## src/design/binary_xml_number_token_encoder_assert.svh

```systemverilog
// Assertion macros shared by the number token encoder.
`ifndef BINARY_XML_NUMBER_TOKEN_ENCODER_ASSERT_SVH
`define BINARY_XML_NUMBER_TOKEN_ENCODER_ASSERT_SVH

// Same-cycle implication, switched off while reset is high.
`define BXN_ASSERT_IMP(lbl, clk, rst, ante, cons) \
   lbl: assert property (@(posedge clk) disable iff (rst) (ante) |-> (cons)) \
      else $error("number token encoder: implication failed");

// Next-cycle implication, checked during reset as well.
`define BXN_ASSERT_NEXT(lbl, clk, ante, cons) \
   lbl: assert property (@(posedge clk) (ante) |=> (cons)) \
      else $error("number token encoder: next-cycle check failed");

`endif

```

## src/design/bxnum_pkg.sv

```systemverilog
// ---------------------------------------------------------------------------
// bxnum_pkg
// Types and constants of the binary-XML number token encoder.
// ---------------------------------------------------------------------------
package bxnum_pkg;

   // Input value kinds.
   localparam logic [2:0] KIND_DOUBLE = 3'd0;
   localparam logic [2:0] KIND_FLOAT  = 3'd1;
   localparam logic [2:0] KIND_INT64  = 3'd2;
   localparam logic [2:0] KIND_INT32  = 3'd3;
   localparam logic [2:0] KIND_BOOL   = 3'd4;

   // Text token codes.
   localparam logic [7:0] TOK_ZERO   = 8'h80;
   localparam logic [7:0] TOK_ONE    = 8'h82;
   localparam logic [7:0] TOK_FALSE  = 8'h84;
   localparam logic [7:0] TOK_TRUE   = 8'h86;
   localparam logic [7:0] TOK_INT8   = 8'h88;
   localparam logic [7:0] TOK_INT16  = 8'h8A;
   localparam logic [7:0] TOK_INT32  = 8'h8C;
   localparam logic [7:0] TOK_INT64  = 8'h8E;
   localparam logic [7:0] TOK_FLOAT  = 8'h90;
   localparam logic [7:0] TOK_DOUBLE = 8'h92;

   // Value class as it travels down the narrowing pipeline.
   typedef enum logic [2:0] {
      CLS_NONE,
      CLS_DBL,
      CLS_FLT,
      CLS_I64,
      CLS_TRUE,
      CLS_FALSE
   } cls_type;

   // Finished token handed to the serialiser.
   typedef struct packed {
      logic        valid;
      logic        none;
      logic [7:0]  code;
      logic [63:0] payload;
      logic [3:0]  nbytes;
   } token_type;

endpackage

```

## src/design/binary_xml_number_token_encoder.sv

```systemverilog
// ---------------------------------------------------------------------------
// binary_xml_number_token_encoder
// Narrows a typed number to its shortest binary-XML text token and sends
// the token as a byte stream.
// ---------------------------------------------------------------------------
// Channel   Direction  Ports                                   Transfer
// request   in         start, busy, req_kind, req_value_bits   start && !busy
// response  out        rsp_strobe, rsp_out_byte, rsp_last_byte rsp_strobe
//
// Three register stages (double to float, float to integer, token choice)
// feed a serialiser. A request enters in any cycle the first stage can move.
// Each item gives 1 to 9 output bytes, the code byte and then the payload;
// the serialiser port sets the sustained rate. Reset clears all valid bits;
// the receiver never stalls the output.
// ---------------------------------------------------------------------------
`include "binary_xml_number_token_encoder_assert.svh"

module binary_xml_number_token_encoder
   import bxnum_pkg::*;
(
   input  logic        clock,
   input  logic        reset,
   input  logic        start,
   output logic        busy,
   input  logic [2:0]  req_kind,
   input  logic [63:0] req_value_bits,
   output logic        rsp_strobe,
   output logic [7:0]  rsp_out_byte,
   output logic        rsp_last_byte
);

   logic        a_valid_ff, b_valid_ff, c_valid_ff;
   logic [2:0]  a_kind_ff;
   logic [63:0] a_bits_ff;
   cls_type     b_cls_ff, b_cls_in, c_cls_ff, c_cls_in;
   logic [63:0] b_pay_ff, b_pay_in, c_pay_ff, c_pay_in;
   token_type   tok;
   logic        ser_ready, c_go, b_go, a_go;

   // Stage hand-off: each stage moves when the next one frees up.
   assign c_go = c_valid_ff && ser_ready;
   assign b_go = b_valid_ff && (!c_valid_ff || ser_ready);
   assign a_go = a_valid_ff && (!b_valid_ff || !c_valid_ff || ser_ready);
   assign busy = a_valid_ff && !a_go;

   always_ff @(posedge clock) begin
      if (reset) begin
         a_valid_ff <= 1'b0;
         b_valid_ff <= 1'b0;
         c_valid_ff <= 1'b0;
      end else begin
         if (start && !busy) begin
            a_valid_ff <= 1'b1;
         end else if (a_go) begin
            a_valid_ff <= 1'b0;
         end
         if (a_go) begin
            b_valid_ff <= 1'b1;
         end else if (b_go) begin
            b_valid_ff <= 1'b0;
         end
         if (b_go) begin
            c_valid_ff <= 1'b1;
         end else if (c_go) begin
            c_valid_ff <= 1'b0;
         end
      end
      if (start && !busy) begin
         a_kind_ff <= req_kind;
         a_bits_ff <= req_value_bits;
      end
      if (a_go) begin
         b_cls_ff <= b_cls_in;
         b_pay_ff <= b_pay_in;
      end
      if (b_go) begin
         c_cls_ff <= c_cls_in;
         c_pay_ff <= c_pay_in;
      end
   end

   // Stage one: sort the kind and narrow an exact double to a float.
   logic               d_sign;
   logic [10:0]        d_exp;
   logic [51:0]        d_man;
   logic signed [12:0] d_unb;
   logic [5:0]         d_sh;
   logic [52:0]        d_sig, d_mask, d_den;
   always_comb begin
      d_sign   = a_bits_ff[63];
      d_exp    = a_bits_ff[62:52];
      d_man    = a_bits_ff[51:0];
      d_unb    = $signed({2'b00, d_exp}) - 13'sd1023;
      d_sh     = 6'(-13'sd97 - d_unb);
      d_sig    = {1'b1, d_man};
      d_mask   = (53'd1 << d_sh) - 53'd1;
      d_den    = d_sig >> d_sh;
      b_cls_in = CLS_NONE;
      b_pay_in = a_bits_ff;
      case (a_kind_ff)
         KIND_DOUBLE: begin
            b_cls_in = CLS_DBL;
            if (d_exp == 11'd0 && d_man == 52'd0) begin
               b_cls_in = CLS_FLT;
               b_pay_in = {32'd0, d_sign, 31'd0};
            end else if (d_exp == 11'd0 || d_exp == 11'h7FF) begin
               b_cls_in = CLS_DBL;
            end else if (d_unb >= -13'sd126 && d_unb <= 13'sd127) begin
               if (d_man[28:0] == 29'd0) begin
                  b_cls_in = CLS_FLT;
                  b_pay_in = {32'd0, d_sign, 8'(d_unb + 13'sd127), d_man[51:29]};
               end
            end else if (d_unb >= -13'sd149 && d_unb <= -13'sd127) begin
               if ((d_sig & d_mask) == 53'd0) begin
                  b_cls_in = CLS_FLT;
                  b_pay_in = {32'd0, d_sign, 8'd0, d_den[22:0]};
               end
            end
         end
         KIND_FLOAT: begin
            b_cls_in = CLS_FLT;
            b_pay_in = {32'd0, a_bits_ff[31:0]};
         end
         KIND_INT64: begin
            b_cls_in = CLS_I64;
         end
         KIND_INT32: begin
            b_cls_in = CLS_I64;
            b_pay_in = {{32{a_bits_ff[31]}}, a_bits_ff[31:0]};
         end
         KIND_BOOL: begin
            b_cls_in = (a_bits_ff != 64'd0) ? CLS_TRUE : CLS_FALSE;
         end
         default: begin
            b_cls_in = CLS_NONE;
         end
      endcase
   end

   // Stage two: turn a float that is an exact integer into an int64.
   logic              f_sign;
   logic [7:0]        f_exp;
   logic [22:0]       f_man;
   logic signed [9:0] f_unb;
   logic [63:0]       f_sig, f_mag;
   logic [22:0]       f_mask;
   always_comb begin
      f_sign   = b_pay_ff[31];
      f_exp    = b_pay_ff[30:23];
      f_man    = b_pay_ff[22:0];
      f_unb    = $signed({2'b00, f_exp}) - 10'sd127;
      f_sig    = {40'd0, 1'b1, f_man};
      f_mask   = (f_unb < 10'sd23) ? 23'((24'd1 << 5'(10'sd23 - f_unb)) - 24'd1) : 23'd0;
      f_mag    = (f_unb >= 10'sd23) ? (f_sig << 6'(f_unb - 10'sd23))
                                    : (f_sig >> 5'(10'sd23 - f_unb));
      c_cls_in = b_cls_ff;
      c_pay_in = b_pay_ff;
      if (b_cls_ff == CLS_FLT) begin
         if (f_exp == 8'd0 && f_man == 23'd0) begin
            c_cls_in = CLS_I64;
            c_pay_in = 64'd0;
         end else if (f_exp == 8'd0 || f_exp == 8'hFF || f_unb < 10'sd0) begin
            c_cls_in = CLS_FLT;
         end else if (f_unb <= 10'sd62) begin
            if ((f_man & f_mask) == 23'd0) begin
               c_cls_in = CLS_I64;
               c_pay_in = f_sign ? (64'd0 - f_mag) : f_mag;
            end
         end else if (f_unb == 10'sd63 && f_sign && f_man == 23'd0) begin
            c_cls_in = CLS_I64;
            c_pay_in = 64'h8000_0000_0000_0000;
         end
      end
   end

   // Stage three: pick the token form and payload length.
   always_comb begin
      tok.valid   = c_valid_ff;
      tok.none    = 1'b0;
      tok.payload = c_pay_ff;
      tok.code    = TOK_DOUBLE;
      tok.nbytes  = 4'd8;
      case (c_cls_ff)
         CLS_DBL: begin
            tok.code   = TOK_DOUBLE;
            tok.nbytes = 4'd8;
         end
         CLS_FLT: begin
            tok.code   = TOK_FLOAT;
            tok.nbytes = 4'd4;
         end
         CLS_I64: begin
            if (c_pay_ff[63:31] != {33{c_pay_ff[63]}}) begin
               tok.code   = TOK_INT64;
               tok.nbytes = 4'd8;
            end else if (c_pay_ff == 64'd0) begin
               tok.code   = TOK_ZERO;
               tok.nbytes = 4'd0;
            end else if (c_pay_ff == 64'd1) begin
               tok.code   = TOK_ONE;
               tok.nbytes = 4'd0;
            end else if (c_pay_ff[63:7] == {57{c_pay_ff[63]}}) begin
               tok.code   = TOK_INT8;
               tok.nbytes = 4'd1;
            end else if (c_pay_ff[63:15] == {49{c_pay_ff[63]}}) begin
               tok.code   = TOK_INT16;
               tok.nbytes = 4'd2;
            end else begin
               tok.code   = TOK_INT32;
               tok.nbytes = 4'd4;
            end
         end
         CLS_TRUE: begin
            tok.code   = TOK_TRUE;
            tok.nbytes = 4'd0;
         end
         CLS_FALSE: begin
            tok.code   = TOK_FALSE;
            tok.nbytes = 4'd0;
         end
         default: begin
            tok.none = 1'b1;
         end
      endcase
   end

   // Byte stream output.
   bxnum_ser u_ser (
      .clock         (clock),
      .reset         (reset),
      .tok           (tok),
      .ready         (ser_ready),
      .rsp_strobe    (rsp_strobe),
      .rsp_out_byte  (rsp_out_byte),
      .rsp_last_byte (rsp_last_byte)
   );

   // Checks on the pipeline control.
   `BXN_ASSERT_IMP(a_busy_needs_item, clock, reset, busy, a_valid_ff)
   `BXN_ASSERT_IMP(a_last_has_strobe, clock, reset, rsp_last_byte, rsp_strobe)
   `BXN_ASSERT_NEXT(a_reset_quiet, clock, reset, !rsp_strobe && !busy)

endmodule

```

## src/design/bxnum_ser.sv

```systemverilog
// ---------------------------------------------------------------------------
// bxnum_ser
// Token serialiser: sends the code byte and then the payload bytes, least
// significant first, one byte per cycle.
// ---------------------------------------------------------------------------
module bxnum_ser
   import bxnum_pkg::*;
(
   input  logic       clock,
   input  logic       reset,
   input  token_type  tok,
   output logic       ready,
   output logic       rsp_strobe,
   output logic [7:0] rsp_out_byte,
   output logic       rsp_last_byte
);

   logic        valid_ff, valid_in;
   logic [71:0] data_ff, data_in;
   logic [3:0]  left_ff, left_in;
   logic        load;

   // A new token may be taken when idle or on the final byte.
   assign ready = !valid_ff || (left_ff == 4'd0);
   assign load  = tok.valid && ready && !tok.none;

   // Next state of the shift register.
   always_comb begin
      valid_in = valid_ff;
      data_in  = data_ff;
      left_in  = left_ff;
      if (load) begin
         valid_in = 1'b1;
         data_in  = {tok.payload, tok.code};
         left_in  = tok.nbytes;
      end else if (valid_ff) begin
         if (left_ff == 4'd0) begin
            valid_in = 1'b0;
         end else begin
            data_in = {8'd0, data_ff[71:8]};
            left_in = left_ff - 4'd1;
         end
      end
   end

   always_ff @(posedge clock) begin
      if (reset) begin
         valid_ff <= 1'b0;
      end else begin
         valid_ff <= valid_in;
      end
      data_ff <= data_in;
      left_ff <= left_in;
   end

   // Each byte is shown for one cycle only.
   assign rsp_strobe    = valid_ff;
   assign rsp_out_byte  = data_ff[7:0];
   assign rsp_last_byte = valid_ff && (left_ff == 4'd0);

endmodule

```

## config.mk

```make
export PLATFORM = sky130hd
export DESIGN_NAME = binary_xml_number_token_encoder
export DESIGN_NICKNAME = d
export VERILOG_FILES = /design/src/design/bxnum_pkg.sv /design/src/design/binary_xml_number_token_encoder.sv /design/src/design/bxnum_ser.sv
export VERILOG_INCLUDE_DIRS = /design/src /design/src/design
export SDC_FILE = /design/constraint.sdc
export NUM_CORES = 1
export LEC_CHECK = 0
export BUFFER_PORTS_ARGS = -buffer_cell sky130_fd_sc_hd__buf_2
export CAP_MARGIN = 5
export CORE_ASPECT_RATIO = 0.5
export CORE_MARGIN = 2
export CORE_UTILIZATION = 39
export CTS_BUF_LIST = sky130_fd_sc_hd__clkbuf_8
export CTS_CLUSTER_SIZE = 28
export DETAILED_ROUTE_END_ITERATION = 10
export PLACE_DENSITY_LB_ADDON = 0.12
export SYNTH_ARGS = -nofsm -noshare
export SYNTH_HDL_FRONTEND = slang
export SYNTH_SLANG_ARGS = --single-unit
```

## constraint.sdc

```tcl
create_clock -name clock -period 10.35 [get_ports clock]
set_input_delay 2.5875 -clock clock [delete_from_list [all_inputs] [get_ports clock]]
set_output_delay 2.5875 -clock clock [all_outputs]
set_load 0.005 [all_outputs]
```

# Word level (Yosys, flattened, before mapping)
# Index checks and enable logic that the tools add are counted.
[classes]
n_addsub = 10
magnitude_cmp = 8
eq_ne = 18
n_shift = 5
n_mux = 57
n_bitwise = 2
reduce_logical = 44
[op_table]
columns = ["operator", "n"]
rows = [
  ["$mux 64", 14],
  ["$mux 72", 3],
  ["$pmux 64 s3", 1],
  ["$eq 64x1->1 const B", 1],
  ["$logic_not 64->1", 1],
  ["$reduce_bool 64->1", 1],
  ["$shl 24x6->64", 1],
  ["$shr 24x5->64", 1],
  ["$sub 1x64->64 const A", 1],
  ["$eq 56x56->1", 1],
  ["$and 53x53->53", 1],
  ["$logic_not 53->1", 1],
  ["$shl 1x6->53 const A", 1],
  ["$shr 53x6->23", 1],
  ["$sub 53x1->53 const B", 1],
  ["$logic_not 52->1", 1],
  ["$eq 48x48->1", 1],
  ["$logic_not 23->1", 2],
  ["$mux 3", 15],
  ["$ne 32x32->1", 1],
  ["$logic_not 29->1", 1],
  ["$mux 4", 7],
  ["$le 12x8->1 const B", 2],
  ["$and 23x23->23", 1],
  ["other kinds (39)", 83],
]
[word_totals]
ff_bits = 281
input_bits = 70
output_inout_bits = 11

# Longest topological paths before layout
[depth]
ltp_word = 12
mapped_depth = 26
mapped_depth_nobuf = 21

# By module
# A second synthesis with hierarchy kept.
[hier_totals]
hier_cells = 2811
area_unflattened_um2 = 25190.4
[modules_own_cells]
columns = ["module", "n_inst", "cells_per_inst", "area_per_inst_um2", "seq_area_each_um2"]
rows = [
  ["binary_xml_number_token_encoder", 1, 2627, 21838.4, 6095.8],
  ["bxnum_ser", 1, 184, 3352.0, 2302.2],
]

# Least setup slack after synthesis
# Ideal clock, no wire load.
[synth_path]
path_type = "register to register"
start = "register u_ser.left_ff[0]"
end = "register c_cls_ff[0] (enable)"
setup_ps = 594
t_arrival_ps = 5905
path_slack_ps = 3851
path_stages_with_launch = 7
n_path_buf = 1
period_less_slack_ps = 6499
cell_sequence = "edfxtp_1 inv_1 ha_1 nand2_1 and2_1 clkbuf_1 a21boi_0"
[synth_via]
elab_chain_cells = 4
[synth_lines]
columns = ["element", "line_no", "rtl"]
rows = [
  ["start, declared", "bxnum_ser.sv:20", "logic [3:0] left_ff, left_in;"],
  ["start signal, assigned", "bxnum_ser.sv:53", "left_ff <= left_in;"],
  ["$logic_not 4->1", "bxnum_ser.sv:24", "assign ready = !valid_ff || (left_ff == 4'd0);"],
  ["$logic_or 1x1->1", "bxnum_ser.sv:24", ""],
  ["$logic_or 1x1->1", "binary_xml_number_token_encoder.sv:42", "assign b_go = b_valid_ff && (!c_valid_ff || ser_ready);"],
  ["$logic_and 1x1->1", "binary_xml_number_token_encoder.sv:42", ""],
  ["net b_go", "binary_xml_number_token_encoder.sv:38", "logic ser_ready, c_go, b_go, a_go;"],
  ["end signal, assigned", "binary_xml_number_token_encoder.sv:77", "c_cls_ff <= c_cls_in;"],
  ["end, declared", "binary_xml_number_token_encoder.sv:35", "cls_type b_cls_ff, b_cls_in, c_cls_ff, c_cls_in;"],
]
# The timed path passes the listed nets, and every way through them passes these cells.
# A chain may end at the register's enable or synchronous reset.

# Worst setup path after layout
[layout_path]
start = "register b_pay_ff[25]"
end = "register c_pay_ff[61], data pin"
[layout_via]
elab_chain_cells = 12
word_cells_on_any_way = 31
[layout_lines]
columns = ["element", "line_no", "rtl"]
rows = [
  ["start, declared", "binary_xml_number_token_encoder.sv:36", "logic [63:0] b_pay_ff, b_pay_in, c_pay_ff, c_pay_in;"],
  ["start signal, assigned", "binary_xml_number_token_encoder.sv:74", "b_pay_ff <= b_pay_in;"],
  ["branches (longest 10 deep; another with $sub 1x64->64)", "n/a", ""],
  ["$mux 64 *", "binary_xml_number_token_encoder.sv:159", "if (f_exp == 8'd0 && f_man == 23'd0) begin"],
  ["$mux 64 *", "binary_xml_number_token_encoder.sv:158", "if (b_cls_ff == CLS_FLT) begin"],
  ["net c_pay_in[61]", "binary_xml_number_token_encoder.sv:36", ""],
  ["end signal, assigned", "binary_xml_number_token_encoder.sv:78", "c_pay_ff <= c_pay_in;"],
  ["end, declared", "binary_xml_number_token_encoder.sv:36", ""],
]
# Mark *: on every way through the listed nets, which the timed path passes.

==> results.md <==
- Status: completed
- H-Tree Depth: 2
- Root buffer cell: clkbuf_8
- DRC viols: 0
- Row cnt: 65
- Tot GR Track Use: around a third
- CTS Buffer Depth: 3
- Worst Reg-to-Reg Cells: 17
- Number of global-route vias before repair: 23100
- I/O pin cnt: 81
- Post-Syn Area per Cell: ~8.7 sq um
- Grt total ovfl: 0
- Synth area leader: edfxtp_1
- Total CTS buffers: 45
- Reg-to-Reg Start: b_pay_ff[25]
- Worst hold path startpoint: u_ser.data_ff[15]
- Antenna violations before repair: 6
- Nature of the critical path endpoint: flop
- Per-cell routed wire length: between 30 and 40 microns
- Cells on Worst Hold Path: 1
- Routed WL: 113 mm
- HP Class: reg -> reg
- RD Place Congestion: 1.06
- Worst Setup SP: b_pay_ff[25]
- Unrepaired setup endpoints after global routing: no
- Synth top area cells: edfxtp_1, o21ai_0, nand2_1
- Starting density of the core: 39.6%
- Worst vdd ir: between 0.00008 and 0.00009 V
- Post-route setup TNS: 0 ns
- Syn_nets: about 3000
- Hold buffer count at CTS: 0
- Max-cap violations: 0
- First DRT Iteration DRCs: 3678
- Antenna diodes: 0
- CTS tree: done
- Critical Path RT: approximately 11 ns
- Setup CP Type: reg -> reg
- FF+latch count, synth: 281
- IO buf count: 80
- Yosys top cell area share: 33.1%
- First-pass GRT wire length: 164 mm
- Share of cells above drive strength 1: 15.3%
- Placed Cells: 3633
- Sequential fraction of the synthesis area: 33.5%
- Type of element launching the critical path: flop
- Slew @ Worst Pin: 1.15 ns
- Final Non-Filler Cells: 3711
- EDFF count, synth: 277
- Post-CTS resize count: 0
- CP max FO: 45
- Fin Clk Skew: 0.0802 ns
- Synth Cell Area: around 0.025 sq mm
- Post-route ant nets: 0
- Top FF cell, synth: edfxtp_1
- Slew HR: 22.5%
- Largest net degree at the start of global routing: 77
- Cells after synthesis: 2888
- Setup Buffers After CTS: 0
- TritonCTS Sinks: 281
- Vias: roughly 25000
- Clk_lat worst skew: 0.65 ns
- Worst-path clk slew: 0.07 ns
- Hold Slack: slightly above 0.5 ns
- Chip height: 183 microns
- Crit path arrival time: 8.48 ns
- Warnings from Yosys: 0
- Die extent in x: about 360 microns
- Synth-to-layout area growth: 7.82%
- Vias per cell: slightly below 7
- Post-DP HPWL: 83.2 mm
- 1st-pass router iterations: 7
- Count of final hold-check violations: 0
- Final Max Slew Viols: 0
- Die footprint: 0.0665 sq mm
- Core Util, Final: 42.7%
- FMAX: 123 MHz
- Cell Pwr Density: 145 mW/mm^2
- Nets: approximately 2900
- Period utilization: about four fifths
- Yosys cell types: 102
- Core box area: 0.0634 sq mm
- Post-synth ARST share: 0%
- Fill cells: about 6400
- Setup violations, final: 0
- Leakage: about 9.7 nW
- Min cycle time layout: around 8 ns
[state kept, by name, summed over array words and instances (netlist names), 3 cells and up]
| name | count |
|---|---|
| b_cls_ff | 3 |
| b_pay_ff | 64 |
| u_ser.data_ff | 72 |
| c_cls_ff | 3 |
| a_bits_ff | 64 |
| a_kind_ff | 3 |
| c_pay_ff | 64 |
| u_ser.left_ff | 4 |
[cells in the final DEF, fill, tap and decap left out, types with 18 or more instances in the layout]
master,instances
nor3_1,74
o21ai_0,297
xor2_1,40
nand4_1,48
inv_1,73
o31ai_1,19
mux2i_1,116
mux4_2,54
and2_1,26
nand2_1,345
mux2_2,100
ha_1,18
o22ai_1,31
nor4_1,58
a21o_1,28
or3_1,20
a211oi_1,37
clkbuf_8,46
buf_4,69
a31oi_1,38
o211ai_1,25
a21oi_1,146
and3_1,30
a22oi_1,30
buf_2,80
xnor2_1,41
nand3_1,95
edfxtp_1,277
nor2_1,217
[worst max-delay path, cell delays in order, from the launching register on]
cell and delay [ns]:
edfxtp_1 0.75, ha_1 0.40, nand3b_1 0.18, nand2_2 0.51, clkinv_1 0.89, ha_1 0.53
a41oi_1 0.39, nor4b_2 0.51, o22ai_2 0.12, buf_4 0.31, nand2_1 0.55, o22ai_1 0.32
a211o_1 0.36, nor4b_1 0.65, nand4b_1 0.51, o41ai_1 0.55, xnor2_1 0.17, o21ai_0 0.10
[Yosys cell counts, types with 32 or more instances]
| master | count |
|---|---|
| a211oi_1 | 37 |
| a21oi_1 | 146 |
| a31oi_1 | 39 |
| clkbuf_1 | 173 |
| edfxtp_1 | 277 |
| inv_1 | 63 |
| mux2_2 | 100 |
| mux2i_1 | 116 |
| mux4_2 | 54 |
| nand2_1 | 346 |
| nand3_1 | 96 |
| nand4_1 | 48 |
| nor2_1 | 220 |
| nor3_1 | 75 |
| nor4_1 | 58 |
| o21ai_0 | 297 |
| o22ai_1 | 32 |
| xnor2_1 | 46 |
| xor2_1 | 40 |
[worst paths after layout]
kind | end | slack, ns
max | c_pay_ff[61] | 2.20
min | u_ser.data_ff[7] | 0.51
max reg2reg | c_pay_ff[61] | 2.20
min reg2reg | u_ser.data_ff[7] | 0.51
[power breakdown]
| part | leakage (nW) | switching (mW) | internal [mW] | total (mW) |
|---|---|---|---|---|
| clock | 0.481 | 0.484 | 0.490 | 0.974 |
| sequential | 2.63 | 0.126 | 1.32 | 1.45 |
| combinational | 6.59 | 0.997 | 0.497 | 1.49 |
[metal layers]
layer  vias up  part of all wire [%]  GRT usage, %
met5         -                 0.034             0
met2      1689                    41          48.6
li1      11000                     -             -
met4         6                   4.4          12.5
met3       319                    12          8.17
met1     12200                    43          47.6
[layout make-up]
cell class                 count  area [sq um]  share of cell area (%)
inverter                      67           251                   0.929
clock buffer                  46           633                    2.34
timing repair buffer         149           918                    3.39
clock inverter                32           224                   0.828
multi-input combinational   2299         15600                    57.6
tap                          837          1050                    3.87
sequential                   281          8400                    31.0
[cell families after synthesis]
family                   share of synthesized area (%)
flip-flops                                        33.5
adder cells (fa/ha/maj)                          0.947
XOR/XNOR                                          3.63
multiplexers                                      14.1
AO/OA/AOI/OAI                                     22.8
AND/OR/NAND/NOR                                   20.1
buffers and inverters                             5.00
[per-stage QoR]
step	total power [mW]	setup WS (ns)	area [sq um]
2_1_floorplan	2.37	3.85	25100
3_3_place_gp	2.91	2.52	26200
3_5_place_dp	2.89	2.44	26200
4_1_cts	3.87	2.37	27100
5_1_grt	4.06	1.59	27100
6_report	3.92	2.20	27100
No activity file was read; power rests on OpenSTA's default activity.
